--- src/rtl/mtrd_pkg.sv ---
`default_nettype none

package mtrd_pkg;

    // field types
    typedef logic [1:0]  mode_t;
    typedef logic [1:0]  status_t;
    typedef logic [3:0]  log_t;
    typedef logic [15:0] rate_t;

    localparam int LOG_W = 4;

    // request kinds
    localparam mode_t MODE_TICK    = 2'd0;
    localparam mode_t MODE_SET     = 2'd1;
    localparam mode_t MODE_CONSUME = 2'd2;

    // result status codes
    localparam status_t STAT_OK      = 2'd0;
    localparam status_t STAT_BAD     = 2'd1;
    localparam status_t STAT_NONE    = 2'd2;

    // rate code is CODE_BASE minus log2 of the base rate
    localparam logic [4:0] CODE_BASE    = 5'd16;
    localparam log_t       MIN_RATE_LOG = 4'd1;
    localparam logic [7:0] PENDING_MAX  = 8'd255;

endpackage

`default_nettype wire

--- src/rtl/multichannel_tick_rate_divider.sv ---
`default_nettype none

// channel  | signals                                    | direction
// ---------+--------------------------------------------+----------
// request  | in_valid, in_stall, mode, channel, rate_hz | in
// result   | out_valid, out_stall, status, base_changed,| out
//          | rate_code, pending                         |
//
// one request per cycle sustained while the result is not stalled; a request
// is taken into the request register, and its result is loaded from there
// into the result register, which offers it
// a tick updates every channel counter at once in the single processing stage
// rst_n clears base rate and channel rates to 2 Hz, counters and events to 0
// a stalled result holds; the request register still takes one more request,
// after which in_stall rises until the result moves on

module multichannel_tick_rate_divider #(
    parameter int CHANNELS     = 4,
    parameter int MAX_RATE_LOG = 10
) (
    input  wire logic              clk,
    input  wire logic              rst_n,
    input  wire logic              in_valid,
    output logic                   in_stall,
    input  wire mtrd_pkg::mode_t   mode,
    input  wire logic [1:0]        channel,
    input  wire mtrd_pkg::rate_t   rate_hz,
    output logic                   out_valid,
    input  wire logic              out_stall,
    output mtrd_pkg::status_t      status,
    output logic                   base_changed,
    output logic [3:0]             rate_code,
    output logic [7:0]             pending
);
    import mtrd_pkg::*;

    // counter holds at most base/rate - 1, below 2^(MAX_RATE_LOG-1)
    localparam int         CNT_W  = MAX_RATE_LOG - 1;
    localparam logic [4:0] CH_LIM = 5'(CHANNELS);
    localparam log_t       MAX_LG = LOG_W'(MAX_RATE_LOG);

    // request register
    logic        s1_valid_reg;
    mode_t       mode_reg;
    logic [1:0]  channel_reg;
    rate_t       rate_reg;

    // block state
    log_t              base_log_reg;
    log_t              base_log_next;
    log_t              rate_log_reg  [CHANNELS];
    log_t              rate_log_next [CHANNELS];
    logic [CNT_W-1:0]  tick_cnt_reg  [CHANNELS];
    logic [CNT_W-1:0]  tick_cnt_next [CHANNELS];
    logic [7:0]        pend_reg      [CHANNELS];
    logic [7:0]        pend_next     [CHANNELS];

    // result register
    logic        out_valid_reg;
    status_t     status_reg;
    status_t     status_next;
    logic        changed_reg;
    logic        changed_next;
    logic [3:0]  code_reg;
    logic [3:0]  code_next;
    logic [7:0]  pend_out_reg;
    logic [7:0]  pend_out_next;

    logic        s1_adv;
    logic        s1_fire;
    logic        in_fire;

    logic        ch_ok;
    logic        is_pow2;
    log_t        lg_raw;
    logic        lg_ok;
    logic [7:0]  pend_cur;
    logic [4:0]  code_wide;

    // handshake
    assign s1_adv    = !out_valid_reg || !out_stall;
    assign s1_fire   = s1_valid_reg && s1_adv;
    assign in_stall  = s1_valid_reg && !s1_adv;
    assign in_fire   = in_valid && !in_stall;

    assign out_valid    = out_valid_reg;
    assign status       = status_reg;
    assign base_changed = changed_reg;
    assign rate_code    = code_reg;
    assign pending      = pend_out_reg;

    // rate check and log2 of a one-hot rate
    always_comb
    begin
        is_pow2 = (rate_reg != '0) && ((rate_reg & (rate_reg - 16'd1)) == '0);
        lg_raw  = '0;
        for (int b = 0; b < 16; b++)
        begin
            if (rate_reg[b])
            begin
                lg_raw = lg_raw | LOG_W'(b);
            end
        end
        lg_ok = is_pow2 && (lg_raw >= MIN_RATE_LOG) && (lg_raw <= MAX_LG);
        ch_ok = {3'b000, channel_reg} < CH_LIM;
    end

    // per-channel next state and result selection
    always_comb
    begin
        logic             hit;
        log_t             diff;
        logic [CNT_W:0]   sum;
        logic             wrap;

        base_log_next = base_log_reg;
        status_next   = STAT_OK;
        changed_next  = 1'b0;
        pend_cur      = '0;
        pend_out_next = '0;
        hit           = 1'b0;
        diff          = '0;
        sum           = '0;
        wrap          = 1'b0;

        for (int c = 0; c < CHANNELS; c++)
        begin
            if (5'(c) == {3'b000, channel_reg})
            begin
                pend_cur = pend_cur | pend_reg[c];
            end
        end

        // shared base rate and status
        unique case (mode_reg)
            MODE_TICK:
            begin
                status_next = STAT_OK;
            end
            MODE_SET:
            begin
                if (!lg_ok || !ch_ok)
                begin
                    status_next = STAT_BAD;
                end
                else if (lg_raw > base_log_reg)
                begin
                    base_log_next = lg_raw;
                    changed_next  = 1'b1;
                end
            end
            MODE_CONSUME:
            begin
                if (!ch_ok || pend_cur == '0)
                begin
                    status_next = STAT_NONE;
                end
            end
            default:
            begin
                status_next = STAT_OK;
            end
        endcase

        for (int c = 0; c < CHANNELS; c++)
        begin
            hit  = 5'(c) == {3'b000, channel_reg};
            diff = (base_log_reg > rate_log_reg[c]) ? (base_log_reg - rate_log_reg[c]) : '0;
            sum  = {1'b0, tick_cnt_reg[c]} + (CNT_W + 1)'(1);
            wrap = (sum >> diff) != '0;

            rate_log_next[c] = rate_log_reg[c];
            tick_cnt_next[c] = tick_cnt_reg[c];
            pend_next[c]     = pend_reg[c];

            unique case (mode_reg)
                MODE_TICK:
                begin
                    tick_cnt_next[c] = wrap ? '0 : sum[CNT_W-1:0];
                    if (wrap && pend_reg[c] != PENDING_MAX)
                    begin
                        pend_next[c] = pend_reg[c] + 8'd1;
                    end
                end
                MODE_SET:
                begin
                    if (hit && lg_ok)
                    begin
                        rate_log_next[c] = lg_raw;
                        pend_next[c]     = '0;
                    end
                end
                MODE_CONSUME:
                begin
                    if (hit && pend_reg[c] != '0)
                    begin
                        pend_next[c] = pend_reg[c] - 8'd1;
                    end
                end
                default:
                begin
                    pend_next[c] = pend_reg[c];
                end
            endcase

            if (hit)
            begin
                pend_out_next = pend_out_next | pend_next[c];
            end
        end

        code_wide = CODE_BASE - {1'b0, base_log_next};
        code_next = code_wide[3:0];
    end

    // control and block state
    always_ff @(posedge clk or negedge rst_n)
    begin
        if (!rst_n)
        begin
            s1_valid_reg  <= 1'b0;
            out_valid_reg <= 1'b0;
            base_log_reg  <= MIN_RATE_LOG;
            for (int c = 0; c < CHANNELS; c++)
            begin
                rate_log_reg[c] <= MIN_RATE_LOG;
                tick_cnt_reg[c] <= '0;
                pend_reg[c]     <= '0;
            end
        end
        else
        begin
            if (!in_stall)
            begin
                s1_valid_reg <= in_valid;
            end
            if (s1_adv)
            begin
                out_valid_reg <= s1_valid_reg;
            end
            if (s1_fire)
            begin
                base_log_reg <= base_log_next;
                for (int c = 0; c < CHANNELS; c++)
                begin
                    rate_log_reg[c] <= rate_log_next[c];
                    tick_cnt_reg[c] <= tick_cnt_next[c];
                    pend_reg[c]     <= pend_next[c];
                end
            end
        end
    end

    // request and result payload
    always_ff @(posedge clk)
    begin
        if (in_fire)
        begin
            mode_reg    <= mode;
            channel_reg <= channel;
            rate_reg    <= rate_hz;
        end
        if (s1_fire)
        begin
            status_reg   <= status_next;
            changed_reg  <= changed_next;
            code_reg     <= code_next;
            pend_out_reg <= pend_out_next;
        end
    end

endmodule

`default_nettype wire
--- config.mk ---
export PLATFORM = sky130hd
export DESIGN_NAME = multichannel_tick_rate_divider
export DESIGN_NICKNAME = d
export VERILOG_FILES = /design/src/rtl/mtrd_pkg.sv /design/src/rtl/multichannel_tick_rate_divider.sv
export SDC_FILE = /design/constraint.sdc
export NUM_CORES = 1
export LEC_CHECK = 0
export ABC_CLOCK_PERIOD_IN_PS = 4500
export BUFFER_PORTS_ARGS = -buffer_cell sky130_fd_sc_hd__buf_4
export CORE_UTILIZATION = 40
export DETAILED_ROUTE_END_ITERATION = 12
export MAX_ROUTING_LAYER = met4
export PLACE_DENSITY = 0.64
export SETUP_SLACK_MARGIN = 0.5
export SLEW_MARGIN = 15
export SYNTH_ARGS = -nofsm -noshare
export SYNTH_HDL_FRONTEND = slang
export SYNTH_SLANG_ARGS = --single-unit
--- constraint.sdc ---
create_clock -name clk -period 4.5 [get_ports clk]
set_clock_uncertainty 0.2 [all_clocks]
set_input_delay 0.225 -clock clk [delete_from_list [all_inputs] [get_ports clk]]
set_output_delay 0.225 -clock clk [all_outputs]
set_load 0.01 [all_outputs]
==> results_dict.tcl, run 1 <==
set metrics [dict create \
    run_status "completed" \
    hold_violations 0 \
    drive_gt1_frac 0.1282 \
    grt_pass1_wl_um 46090 \
    critPathMaxFanout 6 \
    grt_overflow 0 \
    drt-initial-drc-count 1175 \
    rows 56 \
    synthArstFlopShare 0.7200 \
    synthFlopType "dfrtp_1" \
    avgSynthCellArea_um2 8.182 \
    dieArea_um2 24700 \
    rsz0062_at_grt "no" \
    path_clk_slew_ps 60 \
    setup_slack_ps 545.2 \
    fin_util 0.4760 \
    synthDistinctLibCells 90 \
    ant_nets 0 \
    wl_per_cell_um 18.26 \
    dp.cells 1486 \
    cts_buffers 17 \
    diodes 0 \
    core_um2 23540 \
    vdd_drop_max_v 0.0002662 \
    ff_latch_area_um2 3311 \
    viasPerCell 6.037 \
    synth_edf_count 35 \
    dr.pass1.iters 6 \
    drc 0 \
    ys_seq_area_frac 0.3436 \
    setup_tns_ps 0 \
    grt_max_degree 67 \
    areaGrowthSynthToFinish_pct 16.37 \
    worst-setup-path-type "flop to flop" \
    start_kind "flop" \
    tritoncts "built" \
    largest_reg_flops 36 \
    period_minus_slack_ps 3955 \
    hpwl_um 19140 \
    hold_path.class "input pin to async pin" \
    synth_common_cells "nand2_1, o21ai_0, dfrtp_1, nor2_1, a21oi_1" \
    antenna_found_initial 0 \
    htreeDepth 4 \
    start_util 0.4091 \
    p_leak_uw 0.004551 \
    routed_wirelength_um 28330 \
    max_slew_margin 0.3938 \
    synth_area_leaders "dfrtp_1, edfxtp_1, o21ai_0, nand2_1, ha_1" \
    synth_nets 1246 \
    route.vias.total 9364 \
    die_w_um 157.2 \
    cp.arrival_ps 4020 \
    setup_violations 0 \
    yosys.area.top_type "dfrtp_1" \
    gp_congestion 0.8932 \
    clock_latency_ps 430 \
    stdcell_count 1551 \
    grtUsageTotal 0.2458 \
    final_area_um2 11210 \
    synth_cells 1177 \
    die_h_um 157.2 \
    cp.required_ps 4570 \
    place_ws_ps 310.3 \
    synthAdderAreaFrac 0.06262 \
    ioPinCount 41 \
    syn_area_um2 9630 \
    ys.warnings.count 0 \
    ys_ff_latch 125 \
    synth.top_cell.area_share 0.2209 \
    root_buffer "clkbuf_16" \
    synth_top_family_by_area "compound AO/OA/AOI/OAI gates" \
    endpoint_kind "flop" \
    tightestPinTransition_ps 909.3 \
    synth_mux_area_frac 0.02430 \
    maxCapViolations 0 \
    synth_most_common_cell "nand2_1" \
    synthSimpleGateAreaFrac 0.2359 \
    fin_nets 1288 \
    synth_compound_area_frac 0.2540 \
    timing.final.crit_share 0.8789 \
    io_buffers 40 \
    power.density_nw_per_um2 355.1 \
    timing.fmax_mhz 252.9 \
    multi_input_area_um2 5861 \
    clock_path_buffers 2 \
    synth_xor_area_frac 0.02183 \
    fillers 2284 \
    report.final.slew_viol_count 0 \
    clock-sinks 125 \
    grt_pass1_vias 8626 \
    place_area_um2 10180 \
]
repair_timing:
| action | CTS | global route |
|---|---|---|
| hold endpoints to repair | 82 | 0 |
| cloned | 0 | 1 |
| hold buffers | 24 | 0 |
| buffers inserted | 0 | 8 |
| endpoints found under the setup margin | 9 | 22 |
| gates resized for setup | 4 | 23 |
| pin swaps | 0 | 8 |
placed cells by master (no fill, tap or decap), types with 6 or more instances in the layout:
| cell | instances |
|---|---|
| nand4_1 | 19 |
| clkbuf_16 | 17 |
| mux2i_1 | 14 |
| dfrtp_1 | 84 |
| a31oi_1 | 16 |
| o22ai_1 | 9 |
| or3_1 | 12 |
| and3_1 | 19 |
| buf_4 | 74 |
| ha_1 | 40 |
| a22o_1 | 6 |
| mux2_2 | 6 |
| o211ai_1 | 8 |
| edfxtp_1 | 35 |
| nand2_1 | 145 |
| xor2_1 | 11 |
| a21oi_1 | 62 |
| a211oi_1 | 6 |
| inv_1 | 54 |
| nor3_1 | 33 |
| o21ai_1 | 8 |
| nor2b_1 | 10 |
| dlygate4sd3_1 | 24 |
| nand2b_1 | 21 |
| nor4_1 | 14 |
| and4_1 | 8 |
| and2_1 | 6 |
| xnor2_1 | 13 |
| o21ai_0 | 119 |
| nand3_1 | 54 |
| a21o_1 | 13 |
| o31ai_1 | 18 |
| a22oi_1 | 8 |
| nor2_1 | 80 |
| o21a_1 | 8 |
final cells by class:
| cell class | count | area share |
|---|---|---|
| clock inverter | 15 | 0.01797 |
| inverter | 57 | 0.01909 |
| timing repair buffer | 98 | 0.07101 |
| clock buffer | 17 | 0.03796 |
| sequential | 125 | 0.2954 |
| multi-input combinational | 920 | 0.5229 |
| tap | 319 | 0.03561 |
critical path: stages (launching register included):
cell	delay (ps)
dfstp_2	530
ha_2	160
inv_2	40
fa_2	380
buf_4	160
xor2_1	340
nand3_1	140
a222oi_1	360
a31oi_2	190
or2_4	340
nand4_1	110
mux2_2	350
a211o_1	380
o221ai_2	90
where the power goes:
group	internal, µW	leakage, µW	switching, µW	total, µW
Combinational	396	0.00277	547	943
Sequential	1300	0.00148	254	1550
Clock	894	0.000304	592	1490
final timing paths:
| check | from | to | slack (ps) | depth (start not counted) |
|---|---|---|---|---|
| max | rate_log_reg[4] | pending[5] | 550 | 13 |
| min | rst_n | tick_cnt_reg[14] | 250 | 2 |
| max reg2reg | rate_log_reg[4] | pending[5] | 550 | 13 |
| min reg2reg | base_log_reg[0] | base_log_reg[0] | 310 | 2 |
| max in group asynchronous | rst_n | tick_cnt_reg[27] | 2880 | 3 |
| min in group clk | rate_hz[11] | rate_reg[11] | 300 | 2 |
metrics by stage:
step                hold slack (ps)  power [µW]
CTS                           299.5        3969
global route                  310.6        4183
global placement              203.6        2446
finish                        254.6        3980
floorplan                    -270.6        2173
detailed placement            204.4        2453
kinds of logic after synthesis:
| kind of cell | Yosys count |
|---|---|
| compound gates | 372 |
| xor+xnor | 24 |
| fa+ha+maj | 46 |
| buf+inv | 133 |
| flops | 125 |
| mux | 22 |
| simple gates | 455 |
layer usage:
metal	share of wire	vias to the layer above	global-route usage
met4	0.029	0	0.08969
met1	0.45	4397	0.3384
li1	-	4460	-
met3	0.069	84	0.03387
met5	0	-	-
met2	0.46	423	0.3670
Power figures use the tool's default switching activity.
==> run 2, diff against run 1 <==
--- a/config.mk
+++ b/config.mk
@@ -6,11 +6,11 @@
 export NUM_CORES = 1
 export LEC_CHECK = 0
 export ABC_CLOCK_PERIOD_IN_PS = 4500
-export BUFFER_PORTS_ARGS = -buffer_cell sky130_fd_sc_hd__buf_4
 export CORE_UTILIZATION = 40
 export DETAILED_ROUTE_END_ITERATION = 12
+export DONT_BUFFER_PORTS = 1
 export MAX_ROUTING_LAYER = met4
-export PLACE_DENSITY = 0.64
+export PLACE_DENSITY = 0.62
 export SETUP_SLACK_MARGIN = 0.5
 export SLEW_MARGIN = 15
 export SYNTH_ARGS = -nofsm -noshare
==> results_dict.tcl, run 2 (synthesized netlist as in run 1, its figures left out) <==
set metrics [dict create \
    diodes 0 \
    grt_pass1_vias 8194 \
    multi_input_area_um2 5834 \
    cpMostUsedCell "inv_2" \
    period_minus_slack_ps 4020 \
    start_kind "flop" \
    cts_buffers 17 \
    antenna_found_initial 0 \
    worst-setup-path-type "flop to flop" \
    crit_family "compound AO/OA/AOI/OAI gates" \
    final_area_um2 10840 \
    gp_congestion 0.9118 \
    ant_nets 0 \
    dieArea_um2 24700 \
    areaGrowthSynthToFinish_pct 12.58 \
    cp_slowest_cell "dfstp_2" \
    drt-initial-drc-count 1209 \
    drc 0 \
    setup_violations 0 \
    path_cells "inv_2 > ha_1 > inv_2 > fa_2 > a211oi_4 > nor3_4 > o221ai_1 > a222oi_1 > a31oi_2 > or2_4 > a22o_1 > a221o_1 > a211oi_2 > nor4b_1" \
    die_w_um 157.2 \
    core_um2 23540 \
    tritoncts "built" \
    fin_nets 1245 \
    critPathBufInv 2 \
    cp.required_ps 4480 \
    vdd_drop_max_v 0.0002500 \
    routed_wirelength_um 28200 \
    run_status "completed" \
    use_met1 0.3280 \
    endpoint_kind "flop" \
    largest_reg_flops 36 \
    hold_violations 0 \
    clock_latency_ps 430 \
    grt_busiest_layer "met2" \
    p_seq_frac 0.404 \
    report.final.slew_viol_count 0 \
    power.density_nw_per_um2 356.5 \
    drive_gt1_frac 0.09083 \
    grt_max_degree 91 \
    rows 56 \
    htreeDepth 4 \
    root_buffer "clkbuf_16" \
    wl_per_cell_um 18.70 \
    viasPerCell 6.027 \
    layout_commonest_cell "nand2_1" \
    fillers 2277 \
    grtUsageTotal 0.2394 \
    grt_pass1_wl_um 44530 \
    ioPinCount 41 \
    timing.fmax_mhz 248.8 \
    path_clk_slew_ps 70 \
    route.vias.total 9089 \
    netSwitchingPower_uw 1450 \
    start_util 0.4091 \
    maxCapViolations 0 \
    die_h_um 157.2 \
    met2_usage 0.3637 \
    layout_common_cells "nand2_1, o21ai_0, dfrtp_1" \
    clock-sinks 125 \
    dr.pass1.iters 8 \
    tightestPinTransition_ps 812.9 \
    grt_overflow 0 \
    power.share.clock 0.362 \
    p_leak_uw 0.004341 \
    max_slew_margin 0.4580 \
    p_int_uw 2415 \
    cp.arrival_ps 4000 \
    switching_share 0.3751 \
    io_buffers 0 \
    hold_path.class "input pin to async pin" \
    pwr-share-comb 0.233 \
    critPathMaxFanout 7 \
    hpwl_um 18930 \
    clock_path_buffers 2 \
    ff_latch_area_um2 3309 \
    setup_tns_ps 0 \
    timing.final.crit_share 0.8933 \
    rsz0062_at_grt "no" \
    max_stage_delay_ps 550 \
    place_area_um2 9876 \
    grtUsageMet3 0.03992 \
]
==> run 2: changes by cell type in the layout (fill, tap and decap cells not counted), moves of 2 or more <==
| cell | delta |
|---|---|
| bufinv_16 | -3 |
| clkinv_8 | +3 |
| inv_6 | +3 |
| buf_4 | -44 |
| clkinvlp_4 | -2 |
==> run 2: what timing repair did <==
item                                    4_1_cts  5_1_grt
hold buffers                                 25        0
endpoints found under the hold margin       112        0
gates cloned                                  0        1
pin swaps                                     0        8
resized for setup                             4       15
endpoints found under the setup margin        8        8
buffers inserted                              0        5
==> run 2: per-layer routing <==
metal,up-vias,share of wire
met1,4270,0.45
met3,50,0.074
li1,4365,-
met5,-,0
met4,0,0.022
met2,404,0.45
==> run 2: cell type report <==
| cell class | instances | area share |
|---|---|---|
| tap | 319 | 0.03681 |
| clock inverter | 15 | 0.01535 |
| inverter | 57 | 0.01973 |
| clock buffer | 17 | 0.03924 |
| multi-input combinational | 920 | 0.5381 |
| timing repair buffer | 55 | 0.04547 |
| sequential | 125 | 0.3053 |
==> run 2: stage by stage <==
step,instances,worst slack (ps),util,hold WS (ps),total power (µW)
2_1_floorplan,1177,850.7,-,-270.6,2173
3_3_place_gp,1445,423.0,0.4195,-263.0,2395
3_5_place_dp,1445,351.0,0.4195,-262.6,2406
4_1_cts,1502,566.0,0.4562,201.1,3848
5_1_grt,1508,363.2,0.4605,202.3,4060
6_report,1508,480.1,0.4605,184.3,3865
==> run 2: power groups by stage <==
stage / clock (µW) / combinational (µW) / sequential, µW
2_1_floorplan: 0 / 765 / 1410
3_3_place_gp: 0 / 828 / 1570
3_5_place_dp: 0 / 836 / 1570
4_1_cts: 1420 / 878 / 1550
5_1_grt: 1480 / 994 / 1590
6_report: 1400 / 902 / 1560
==> run 2: path summary, 6_finish.rpt <==
kind	startpoint	to	slack, ps	cells after the start
max in group asynchronous	rst_n	rate_log_reg[12]	3530	2
setup reg to reg	base_log_reg[0]	pending[4]	480	14
hold / removal	rst_n	tick_cnt_reg[12]	180	2
setup / recovery	base_log_reg[0]	pending[4]	480	14
min in group clk	rate_hz[6]	rate_reg[6]	210	1
hold reg to reg	s1_valid_reg	out_valid	300	1
